==> config.mk <==
export PLATFORM = sky130hd
export DESIGN_NAME = cv_cc_dual_pid_regulator_core
export DESIGN_NICKNAME = d
export VERILOG_FILES = /design/src/rtl/cvcc_pkg.sv /design/src/rtl/cv_cc_dual_pid_regulator_core.sv /design/src/rtl/cvcc_cfg_regs.sv /design/src/rtl/cvcc_pid_calc.sv
export SDC_FILE = /design/constraint.sdc
export NUM_CORES = 2
export LEC_CHECK = 0
export ABC_AREA = 1
export BUFFER_PORTS_ARGS = -buffer_cell sky130_fd_sc_hd__clkbuf_2
export CAP_MARGIN = 20
export CORE_AREA = 2 2 288 290
export DETAILED_ROUTE_END_ITERATION = 10
export DIE_AREA = 0 0 290 292
export PLACE_DENSITY_LB_ADDON = 0.05
export SLEW_MARGIN = 25
export SYNTH_ARGS = -nofsm -noshare
export SYNTH_HDL_FRONTEND = slang
export SYNTH_SLANG_ARGS = --single-unit
==> constraint.sdc <==
create_clock -name clk -period 21.1 [get_ports clk]
set_clock_uncertainty 0.15 [all_clocks]
set_input_delay 1.055 -clock clk [delete_from_list [all_inputs] [get_ports clk]]
set_output_delay 1.055 -clock clk [all_outputs]
set_load 0.02 [all_outputs]
==> src/rtl/cvcc_pkg.sv <==
// shared constants, register codes and types for the cv/cc dual pid regulator
package cvcc_pkg;

  localparam int DRIVE_MAX = 4096;
  localparam int INTEG_W   = 32;
  localparam int SAMPLE_W  = 12;
  localparam int GAIN_W    = 12;
  localparam int FRAC_W    = 8;
  localparam int ERR_W     = SAMPLE_W + 1;
  localparam int DIFF_W    = ERR_W + 1;
  localparam int DRIVE_W   = $clog2(DRIVE_MAX + 1);
  localparam int P_W       = GAIN_W + 1 + ERR_W;
  localparam int I_W       = GAIN_W + 1 + INTEG_W;
  localparam int D_W       = GAIN_W + 1 + DIFF_W;
  localparam int SUM_W     = I_W + 2;
  localparam int NUM_REGS  = 8;
  localparam int CFG_IDX_W = $clog2(NUM_REGS);

  typedef enum logic [CFG_IDX_W-1:0] {
    REG_VOLT_LIMIT = 3'd0,
    REG_CURR_LIMIT = 3'd1,
    REG_KP_VOLT    = 3'd2,
    REG_KI_VOLT    = 3'd3,
    REG_KD_VOLT    = 3'd4,
    REG_KP_CURR    = 3'd5,
    REG_KI_CURR    = 3'd6,
    REG_KD_CURR    = 3'd7
  } cfg_reg_t;

  localparam logic [GAIN_W-1:0] KP_VOLT_RST = GAIN_W'(256);
  localparam logic [GAIN_W-1:0] KI_VOLT_RST = GAIN_W'(51);
  localparam logic [GAIN_W-1:0] KD_VOLT_RST = GAIN_W'(51);
  localparam logic [GAIN_W-1:0] KP_CURR_RST = GAIN_W'(128);
  localparam logic [GAIN_W-1:0] KI_CURR_RST = GAIN_W'(26);
  localparam logic [GAIN_W-1:0] KD_CURR_RST = GAIN_W'(51);

  typedef struct packed {
    logic [GAIN_W-1:0] kp;
    logic [GAIN_W-1:0] ki;
    logic [GAIN_W-1:0] kd;
  } gains_t;

  typedef struct packed {
    logic [SAMPLE_W-1:0] volt_limit;
    logic [SAMPLE_W-1:0] curr_limit;
    gains_t              volt;
    gains_t              curr;
  } cfg_t;

endpackage

==> src/rtl/cv_cc_dual_pid_regulator_core.sv <==
// top level of the cv/cc dual pid regulator: sample register, loop state, result register
//
// One item (a voltage and a current sample) is taken per clock while sample_stall is low.
// The item sits in the sample register while the selected loop computes error, integrator
// update and the three-term sum, and the drive is then held in the result register until
// taken. Sustained rate is one item per cycle while result_stall does not hold the result;
// the limit is the feedback from each drive into the integrator gate of the next item, which
// closes while that item is in the sample register. The voltage loop runs when the voltage
// sample is above the voltage limit register, otherwise the current loop runs; loop_mode
// reports which one. Configuration writes are always accepted (cfg_ready is held high) and
// should be issued only while no item is in flight.
module cv_cc_dual_pid_regulator_core
  import cvcc_pkg::*;
(
  input  logic                 clk,
  input  logic                 rst,
  input  logic                 sample_valid,
  output logic                 sample_stall,
  input  logic [SAMPLE_W-1:0]  volt_sample,
  input  logic [SAMPLE_W-1:0]  curr_sample,
  output logic                 result_valid,
  input  logic                 result_stall,
  output logic [DRIVE_W-1:0]   drive,
  output logic                 loop_mode,
  input  logic                 cfg_valid,
  output logic                 cfg_ready,
  input  logic [CFG_IDX_W-1:0] cfg_index,
  input  logic [GAIN_W-1:0]    cfg_data
);

  cfg_t cfg;

  logic                      sample_full;
  logic [SAMPLE_W-1:0]       volt_q;
  logic [SAMPLE_W-1:0]       curr_q;
  logic                      take;
  logic                      advance;

  logic signed [ERR_W-1:0]   prev_err_volt;
  logic signed [ERR_W-1:0]   prev_err_curr;
  logic signed [INTEG_W-1:0] integ_volt;
  logic signed [INTEG_W-1:0] integ_curr;
  logic [DRIVE_W-1:0]        last_drive;

  logic                      sel_volt;
  logic                      integ_en;
  logic signed [ERR_W-1:0]   err;
  logic signed [ERR_W-1:0]   prev_err;
  logic signed [INTEG_W-1:0] integ;
  gains_t                    gains;
  logic signed [INTEG_W-1:0] integ_next;
  logic [DRIVE_W-1:0]        drive_next;

  assign cfg_ready = 1'b1;

  cvcc_cfg_regs u_cfg (
    .clk       (clk),
    .rst       (rst),
    .cfg_valid (cfg_valid && cfg_ready),
    .cfg_index (cfg_index),
    .cfg_data  (cfg_data),
    .cfg       (cfg)
  );

  // handshake
  assign advance      = sample_full && (!result_valid || !result_stall);
  assign sample_stall = sample_full && !advance;
  assign take         = sample_valid && !sample_stall;

  always_ff @(posedge clk) begin
    if (rst) begin
      sample_full <= 1'b0;
    end else if (take) begin
      sample_full <= 1'b1;
    end else if (advance) begin
      sample_full <= 1'b0;
    end
  end

  always_ff @(posedge clk) begin
    if (take) begin
      volt_q <= volt_sample;
      curr_q <= curr_sample;
    end
  end

  // loop select
  assign sel_volt = volt_q > cfg.volt_limit;
  assign err = sel_volt ? $signed(ERR_W'(cfg.volt_limit) - ERR_W'(volt_q))
                        : $signed(ERR_W'(cfg.curr_limit) - ERR_W'(curr_q));
  assign prev_err = sel_volt ? prev_err_volt : prev_err_curr;
  assign integ    = sel_volt ? integ_volt : integ_curr;
  assign gains    = sel_volt ? cfg.volt : cfg.curr;
  assign integ_en = (last_drive > DRIVE_W'(1)) && (last_drive < DRIVE_W'(DRIVE_MAX));

  cvcc_pid_calc u_pid (
    .err        (err),
    .prev_err   (prev_err),
    .integ      (integ),
    .integ_en   (integ_en),
    .gains      (gains),
    .integ_next (integ_next),
    .drive_next (drive_next)
  );

  // loop state
  always_ff @(posedge clk) begin
    if (rst) begin
      prev_err_volt <= '0;
      prev_err_curr <= '0;
      integ_volt    <= '0;
      integ_curr    <= '0;
      last_drive    <= '0;
    end else if (advance) begin
      last_drive <= drive_next;
      if (sel_volt) begin
        prev_err_volt <= err;
        integ_volt    <= integ_next;
      end else begin
        prev_err_curr <= err;
        integ_curr    <= integ_next;
      end
    end
  end

  // result register
  always_ff @(posedge clk) begin
    if (rst) begin
      result_valid <= 1'b0;
    end else if (advance) begin
      result_valid <= 1'b1;
    end else if (!result_stall) begin
      result_valid <= 1'b0;
    end
  end

  always_ff @(posedge clk) begin
    if (advance) begin
      drive     <= drive_next;
      loop_mode <= sel_volt;
    end
  end

  a_drive_range: assert property (@(posedge clk) disable iff (rst)
    result_valid |-> (drive <= DRIVE_W'(DRIVE_MAX)))
    else $error("drive above limit");

  a_last_drive: assert property (@(posedge clk) disable iff (rst)
    result_valid |-> (last_drive == drive))
    else $error("last drive differs from result");

  a_curr_hold: assert property (@(posedge clk) disable iff (rst)
    (advance && sel_volt) |=> (integ_curr == $past(integ_curr)
                               && prev_err_curr == $past(prev_err_curr)))
    else $error("current loop state moved while voltage loop ran");

  a_volt_hold: assert property (@(posedge clk) disable iff (rst)
    (advance && !sel_volt) |=> (integ_volt == $past(integ_volt)
                                && prev_err_volt == $past(prev_err_volt)))
    else $error("voltage loop state moved while current loop ran");

  a_integ_gate: assert property (@(posedge clk) disable iff (rst)
    (advance && !integ_en) |=> (integ_volt == $past(integ_volt)
                                && integ_curr == $past(integ_curr)))
    else $error("integrator moved with gate closed");

endmodule

==> src/rtl/cvcc_cfg_regs.sv <==
// configuration register file: limits and loop gains
module cvcc_cfg_regs
  import cvcc_pkg::*;
(
  input  logic                 clk,
  input  logic                 rst,
  input  logic                 cfg_valid,
  input  logic [CFG_IDX_W-1:0] cfg_index,
  input  logic [GAIN_W-1:0]    cfg_data,
  output cfg_t                 cfg
);

  always_ff @(posedge clk) begin
    if (rst) begin
      cfg.volt_limit <= '0;
      cfg.curr_limit <= '0;
      cfg.volt.kp    <= KP_VOLT_RST;
      cfg.volt.ki    <= KI_VOLT_RST;
      cfg.volt.kd    <= KD_VOLT_RST;
      cfg.curr.kp    <= KP_CURR_RST;
      cfg.curr.ki    <= KI_CURR_RST;
      cfg.curr.kd    <= KD_CURR_RST;
    end else if (cfg_valid) begin
      unique case (cfg_reg_t'(cfg_index))
        REG_VOLT_LIMIT: cfg.volt_limit <= SAMPLE_W'(cfg_data);
        REG_CURR_LIMIT: cfg.curr_limit <= SAMPLE_W'(cfg_data);
        REG_KP_VOLT:    cfg.volt.kp    <= cfg_data;
        REG_KI_VOLT:    cfg.volt.ki    <= cfg_data;
        REG_KD_VOLT:    cfg.volt.kd    <= cfg_data;
        REG_KP_CURR:    cfg.curr.kp    <= cfg_data;
        REG_KI_CURR:    cfg.curr.ki    <= cfg_data;
        REG_KD_CURR:    cfg.curr.kd    <= cfg_data;
        default: ;
      endcase
    end
  end

endmodule

==> src/rtl/cvcc_pid_calc.sv <==
// three-term pid datapath with saturating integrator and drive clamp
module cvcc_pid_calc
  import cvcc_pkg::*;
(
  input  logic signed [ERR_W-1:0]   err,
  input  logic signed [ERR_W-1:0]   prev_err,
  input  logic signed [INTEG_W-1:0] integ,
  input  logic                      integ_en,
  input  gains_t                    gains,
  output logic signed [INTEG_W-1:0] integ_next,
  output logic [DRIVE_W-1:0]        drive_next
);

  localparam logic signed [SUM_W-1:0] SUM_CLAMP =
    SUM_W'(longint'(DRIVE_MAX) * longint'(2 ** FRAC_W));
  localparam logic signed [INTEG_W-1:0] INTEG_POS = {1'b0, {(INTEG_W-1){1'b1}}};
  localparam logic signed [INTEG_W-1:0] INTEG_NEG = {1'b1, {(INTEG_W-1){1'b0}}};

  logic signed [INTEG_W:0]   integ_add;
  logic signed [INTEG_W-1:0] integ_sat;
  logic signed [DIFF_W-1:0]  diff;
  logic signed [P_W-1:0]     p_term;
  logic signed [I_W-1:0]     i_term;
  logic signed [D_W-1:0]     d_term;
  logic signed [SUM_W-1:0]   sum;

  assign integ_add = (INTEG_W+1)'(integ) + (INTEG_W+1)'(err);

  always_comb begin
    if (integ_add[INTEG_W] != integ_add[INTEG_W-1]) begin
      integ_sat = integ_add[INTEG_W] ? INTEG_NEG : INTEG_POS;
    end else begin
      integ_sat = integ_add[INTEG_W-1:0];
    end
  end

  assign integ_next = integ_en ? integ_sat : integ;
  assign diff       = DIFF_W'(err) - DIFF_W'(prev_err);

  assign p_term = $signed({1'b0, gains.kp}) * err;
  assign i_term = $signed({1'b0, gains.ki}) * integ_next;
  assign d_term = $signed({1'b0, gains.kd}) * diff;
  assign sum    = SUM_W'(p_term) + SUM_W'(i_term) + SUM_W'(d_term);

  always_comb begin
    if (sum >= SUM_CLAMP) begin
      drive_next = DRIVE_W'(DRIVE_MAX);
    end else if (sum[SUM_W-1] || sum == '0) begin
      drive_next = DRIVE_W'(1);
    end else begin
      drive_next = sum[FRAC_W +: DRIVE_W];
    end
  end

endmodule
# Word-level counts from Yosys, hierarchy flattened
# Cells that the tools add are included.
dict set report op_classes {
  n_addsub 6
  mul 3
  n_lt_le_gt_ge 4
  eq_ne 9
  mux 13
  bitwise_logic 1
  n_reduce_logical 23
}
# operator count
set op_table {}
lappend op_table {{$mux 32} 4}
lappend op_table {{$mux 13} 4}
lappend op_table {{$add 46x27->47} 1}
lappend op_table {{$ge 47x22->1 const B} 1}
lappend op_table {{$logic_not 47->1} 1}
lappend op_table {{$add 26x45->46} 1}
lappend op_table {{$mul 13x32->45} 1}
lappend op_table {{$mux 36} 1}
lappend op_table {{$add 32x13->33} 1}
lappend op_table {{$mul 13x14->27} 1}
lappend op_table {{$mul 13x13->26} 1}
lappend op_table {{$sub 12x12->13} 2}
lappend op_table {{$reduce_and 2->1} 10}
lappend op_table {{$sub 13x13->14} 1}
lappend op_table {{$gt 13x1->1 const B} 1}
lappend op_table {{$lt 13x13->1 const B} 1}
lappend op_table {{$eq 3x3->1 const B} 4}
lappend op_table {{$gt 12x12->1} 1}
lappend op_table {{$eq 3x2->1 const B} 2}
lappend op_table {{$logic_and 1x1->1} 4}
lappend op_table {{$logic_not 1->1} 4}
lappend op_table {{$mux 1} 4}
lappend op_table {{$eq 3x1->1 const B} 1}
lappend op_table {{$logic_not 3->1} 1}
lappend op_table {{other kinds (5)} 6}
dict set report totals {
  reg_bits 239
  inputBits 44
  output_inout_bits 17
  word_cells 78
}

# Logic depth before layout (Yosys ltp)
dict set report depth {
  depth_word 13
  ltp_mapped 74
  mapped_depth_nobuf 72
}

# By module
# Synthesis repeated with hierarchy kept, for this count alone.
dict set report hier_totals {
  cells_unflattened 5941
  area_unflattened_um2 44595.3
}
# module n_inst cells_each area_each_um2 seq_area_each_um2
set modules_own_cells {}
lappend modules_own_cells {cvcc_pid_calc 1 4339 33348.2 0.0}
lappend modules_own_cells {cv_cc_dual_pid_regulator_core 1 1065 7498.4 3223.1}
lappend modules_own_cells {cvcc_cfg_regs 1 537 3748.6 1921.8}

# Worst setup path after synthesis
# No wires, ideal clock.
dict set report synth_timing {
  path_kind {register to register}
  startpoint {register curr_q[0]}
  endpoint {register drive[10], data pin}
  setup_ps 252
  arrival_time_ps 11451
  t_required_ps 20698
  setup_slack_ps 9247
  path_stages_with_launch 65
  n_path_buf 3
  synth_period_minus_slack_ps 11853
  path_cell_list {edfxtp_1 -> ha_1 -> fa_1 -> inv_1 -> a31oi_1 -> o21ai_0 -> nand2_1 -> nand2_1 -> nand2_1 -> nand2_1 -> nand2_1 -> inv_1 -> o21a_1 -> o21ai_0 -> nand2_1 -> clkinv_1 -> ha_1 -> nand2_2 -> [29 not listed] -> ha_1 -> nand2_2 -> inv_2 -> nand2_2 -> inv_1 -> a21oi_1 -> nand2_1 -> nand2_1 -> nand3b_1 -> nand2_2 -> nand2_1 -> nor2_1 -> nand2_1 -> nor2_1 -> nand3_1 -> buf_4 -> nand4_2 -> inv_1}
}
dict set report synth_via {
  elab_chain_len 13
  word_cells_on_any_way 18
  classes_between {5 x add/sub; 3 x mul; 1 x order compare; 1 x eq/ne; 6 x mux; 2 x reduce/logical}
}
# element line
set synth_rtl {}
lappend synth_rtl {{start, declared} cv_cc_dual_pid_regulator_core.sv:35} ;# logic [SAMPLE_W-1:0] curr_q;
lappend synth_rtl {{start signal, assigned} cv_cc_dual_pid_regulator_core.sv:83} ;# curr_q <= curr_sample;
lappend synth_rtl {{$sub 12x12->13 *} cv_cc_dual_pid_regulator_core.sv:90} ;# : $signed(ERR_W'(cfg.curr_limit) - ERR_W'(curr_q));
lappend synth_rtl {{$mux 13 *} cv_cc_dual_pid_regulator_core.sv:89} ;# assign err = sel_volt ? $signed(ERR_W'(cfg.volt_limit) - ERR_W'(volt_q))
lappend synth_rtl {{net err[12]} cv_cc_dual_pid_regulator_core.sv:47} ;# logic signed [ERR_W-1:0] err;
lappend synth_rtl {{$add 32x13->33} cvcc_pid_calc.sv:27} ;# assign integ_add = (INTEG_W+1)'(integ) + (INTEG_W+1)'(err);
lappend synth_rtl {{$mux 32 or $ne 1x1->1 (tied branches)} {cvcc_pid_calc.sv:31, cvcc_pid_calc.sv:30}}
lappend synth_rtl {{$mux 32} cvcc_pid_calc.sv:30} ;# if (integ_add[INTEG_W] != integ_add[INTEG_W-1]) begin
lappend synth_rtl {{$mux 32} cvcc_pid_calc.sv:37} ;# assign integ_next = integ_en ? integ_sat : integ;
lappend synth_rtl {{$mul 13x32->45} cvcc_pid_calc.sv:41} ;# assign i_term = $signed({1'b0, gains.ki}) * integ_next;
lappend synth_rtl {{$add 26x45->46} cvcc_pid_calc.sv:43} ;# assign sum = SUM_W'(p_term) + SUM_W'(i_term) + SUM_W'(d_term);
lappend synth_rtl {{$add 46x27->47 *} cvcc_pid_calc.sv:43}
lappend synth_rtl {{parallel branches: the longest is 3 deep, another holds $ge 47x22->1} -}
lappend synth_rtl {{$mux 13 *} cvcc_pid_calc.sv:46} ;# if (sum >= SUM_CLAMP) begin
lappend synth_rtl {{net drive_next[10]} cv_cc_dual_pid_regulator_core.sv:52} ;# logic [DRIVE_W-1:0] drive_next;
lappend synth_rtl {{end signal, assigned} cv_cc_dual_pid_regulator_core.sv:139} ;# drive <= drive_next;
lappend synth_rtl {{end, declared} cv_cc_dual_pid_regulator_core.sv:23} ;# output logic [DRIVE_W-1:0] drive,
# Mark *: on every way through the listed nets, which the timed path passes.
# A chain may end at the register's enable or synchronous reset.

# Worst setup path after layout
dict set report layout_timing {
  startpoint {register volt_q[6]}
  endpoint {register drive[11], data pin}
}
dict set report layout_via {
  elab_chain_len 13
  word_cells_on_any_way 22
  classes_between {5 x add/sub; 3 x mul; 2 x order compare; 1 x eq/ne; 9 x mux; 2 x reduce/logical}
}
# element line
set layout_rtl {}
lappend layout_rtl {{start, declared} cv_cc_dual_pid_regulator_core.sv:34} ;# logic [SAMPLE_W-1:0] volt_q;
lappend layout_rtl {{start signal, assigned} cv_cc_dual_pid_regulator_core.sv:82} ;# volt_q <= volt_sample;
lappend layout_rtl {{$sub 12x12->13 or $gt 12x12->1 (tied branches)} {cv_cc_dual_pid_regulator_core.sv:89, cv_cc_dual_pid_regulator_core.sv:88}}
lappend layout_rtl {{$mux 13 or $mux 32 (tied branches)} {cv_cc_dual_pid_regulator_core.sv:89, cv_cc_dual_pid_regulator_core.sv:92}}
lappend layout_rtl {{$add 32x13->33} cvcc_pid_calc.sv:27}
lappend layout_rtl {{$mux 32 or $ne 1x1->1 (tied branches)} {cvcc_pid_calc.sv:31, cvcc_pid_calc.sv:30}}
lappend layout_rtl {{$mux 32} cvcc_pid_calc.sv:30}
lappend layout_rtl {{$mux 32} cvcc_pid_calc.sv:37}
lappend layout_rtl {{$mul 13x32->45} cvcc_pid_calc.sv:41}
lappend layout_rtl {{$add 26x45->46} cvcc_pid_calc.sv:43}
lappend layout_rtl {{$add 46x27->47 *} cvcc_pid_calc.sv:43}
lappend layout_rtl {{parallel branches: the longest is 3 deep, another holds $ge 47x22->1} -}
lappend layout_rtl {{$mux 13 *} cvcc_pid_calc.sv:46}
lappend layout_rtl {{net drive_next[11]} cv_cc_dual_pid_regulator_core.sv:52}
# Marks and branches as above.

==> flow_summary.json <==
{
  "outcome": "finished, final reports clean",
  "critical_path_class": "flip-flop to flip-flop",
  "required_ps": 21280,
  "fin_util_pct": 55.59,
  "crit_slowest_cell": "o21ai_0",
  "fp.coreArea_sq_um": 81580,
  "dieArea_sq_um": 84680,
  "drive_gt1_share_pct": 5.920,
  "numClockSinks": 238,
  "postCtsSetupBuffers": 0,
  "grt_pass1_wl_microns": 215500,
  "insertedDiodeCount": 0,
  "initial_utilization_pct": 52.68,
  "synth_seq_cells": 238,
  "clk_latency_ps": 650,
  "die_w_microns": 290,
  "ios": 61,
  "hold_path.class": "flip-flop to flip-flop",
  "wl_met2_microns": 61670,
  "critPathTopFamily": "adder cells",
  "finalHoldViolations": 0,
  "nFillCells": 7856,
  "holdWs_ps": 299.4,
  "arrival_ps": 17050,
  "grt_max_degree": 85,
  "io_buffers": 59,
  "cts_buffers": 30,
  "clk_pin_slew_ps": 60,
  "vias": 35160,
  "path_common_cell": "inv_1",
  "grt_overflow": 0,
  "period_minus_slack_ps": 16870,
  "critPathMaxFanout": 59,
  "top_layer_used": "met4",
  "worst-path-buf-inv": 11,
  "cts_resized": 0,
  "die_h_microns": 292,
  "fin_crit_sh_pct": 79.96,
  "clock-root-buffer": "clkbuf_16",
  "cp-start-kind": "flip-flop",
  "gr-usage-all-layers_pct": 33.75,
  "maxSlewHeadroom_pct": 26.70,
  "wl_microns": 137900,
  "drc_errors": 0,
  "seq_area_frac_synth_pct": 11.97,
  "clock.fmax_mhz": 59.27,
  "drtIter0Drc": 2740,
  "synth.distinct_cells": 54,
  "antenna_left": 0,
  "finalSetupViolCount": 0,
  "via_per_inst": 5.332,
  "gp_congestion": 0.9884,
  "crit_path_end_kind": "flip-flop",
  "worst_pin_slew_ps": 1092,
  "syn_area_per_cell_sq_um": 7.781,
  "synthArstFlopShare_pct": 0,
  "ys_warn_count": 0,
  "grt_pass1_vias": 35860,
  "cp_slowest_stage_delay_ps": 850,
  "synth_fp_nets": 6684,
  "clockBufferDepth": 3,
  "synth_area_sq_um": 42970,
  "synth-main-ff-cell": "dfxtp_1",
  "ctsHtreeMaxLevel": 1,
  "synthCells": 5523,
  "row_count": 105,
  "firstDrtPassIters": 5,
  "wl_met3_microns": 12650,
  "wl_met1_microns": 58220,
  "ctsHoldBuffers": 0,
  "antenna_found_initial": 2,
  "rsz0062_at_grt": "no",
  "tns_ps": 0,
  "drv_cap": 0,
  "final_cell_mix": "1,328 x inv_1, 1,123 x nand2_1, 807 x fa_1",
  "cts_tree": "done",
  "wl_per_cell_microns": 20.91,
  "synth_edf_count": 38,
  "post-dp-hpwl_microns": 115300,
  "final_common_cell": "inv_1",
  "slew_violations": 0,
  "final_nets": 6661,
  "area_growth_pct": 5.532
}
==> tightest hold or removal path, cell delays in order (launching register included) <==
cell	delay, ps
dfxtp_1	300
inv_1	60
a21oi_1	50
==> sequential cells by signal, summed over array words and instances (netlist names) <==
| signal | cells |
|---|---|
| last_drive | 12 |
| volt_q | 12 |
| prev_err_volt | 13 |
| loop_mode | 1 |
| u_cfg.cfg | 96 |
| integ_curr | 32 |
| sample_full | 1 |
| drive | 13 |
| integ_volt | 32 |
| result_valid | 1 |
| curr_q | 12 |
| prev_err_curr | 13 |
==> final timing paths <==
| check | from | to | slack [ps] | cells past startpoint |
|---|---|---|---|---|
| worst max-delay path | volt_q[6] | drive[11] | 4230 | 53 |
| worst min-delay path | u_cfg.cfg[63] | u_cfg.cfg[63] | 300 | 2 |
| worst max register to register | volt_q[6] | drive[11] | 4230 | 53 |
| worst min register to register | u_cfg.cfg[63] | u_cfg.cfg[63] | 300 | 2 |
==> metal layers <==
layer | vias to the layer above | global-route usage, %
met4 | 0 | 10.89
li1 | 16320 | -
met5 | - | 0
met1 | 17300 | 46.91
met3 | 228 | 7.901
met2 | 1314 | 52.32
==> cell type report <==
type / instances / area (sq um) / share of cell area, %
flip-flops and latches: 238 / 5145 / 11.34
repair buffers: 110 / 690.7 / 1.523
clock inverters: 20 / 196.4 / 0.4331
inverters: 1369 / 5141 / 11.34
well taps: 1070 / 1339 / 2.952
clock buffers: 36 / 783.3 / 1.727
multi-input cells: 3751 / 32060 / 70.68
==> cells by family (layout without fill, tap and decap cells) <==
| kind of cell | count (synthesis) | count (layout) | synth area share [%] |
|---|---|---|---|
| and+or+nand+nor | 1993 | 1993 | 19.10 |
| other | 1 | 1 | 0.008726 |
| xor gates and xnor gates | 46 | 46 | 0.9375 |
| adders and majority gates | 1117 | 1117 | 46.62 |
| buffers and inverters | 1534 | 1535 | 13.67 |
| muxes | 8 | 8 | 0.1863 |
| AOI/OAI and AO/OA | 586 | 586 | 7.506 |
| DFF | 238 | 238 | 11.97 |
==> synth_stat cells, types with 14 or more instances <==
cell type  number  area [sq um]
inv_1        1331          4996
nand2_1      1124          4219
fa_1          807         16160
nor2_1        596          2237
ha_1          310          3879
o21ai_0       266          1331
a21oi_1       212          1061
dfxtp_1       200          4004
nand3_1       124         620.6
clkbuf_1       91         341.6
buf_2          54         270.3
edfxtp_1       38          1141
nand4_1        29         181.4
xor2_1         29         254.0
a21oi_2        27         236.5
inv_2          26         97.59
nand2_2        20         125.1
nor2_2         17         106.4
xnor2_1        17         148.9
nand3_2        15         150.1
nand3b_1       14         105.1
o21ai_2        14         122.6
==> stage by stage <==
stage,setup slack [ps],instance area (sq um),instances
after floorplan,9247,42980,5523
final,4228,45350,6594
after global placement,4190,44340,6537
after global routing,3362,45350,6594
after CTS,4382,45330,6593
after detailed placement,4460,44350,6537
Power is not shown: default switching activity piles up to over one toggle a cycle in this logic, so the estimate is an artifact.
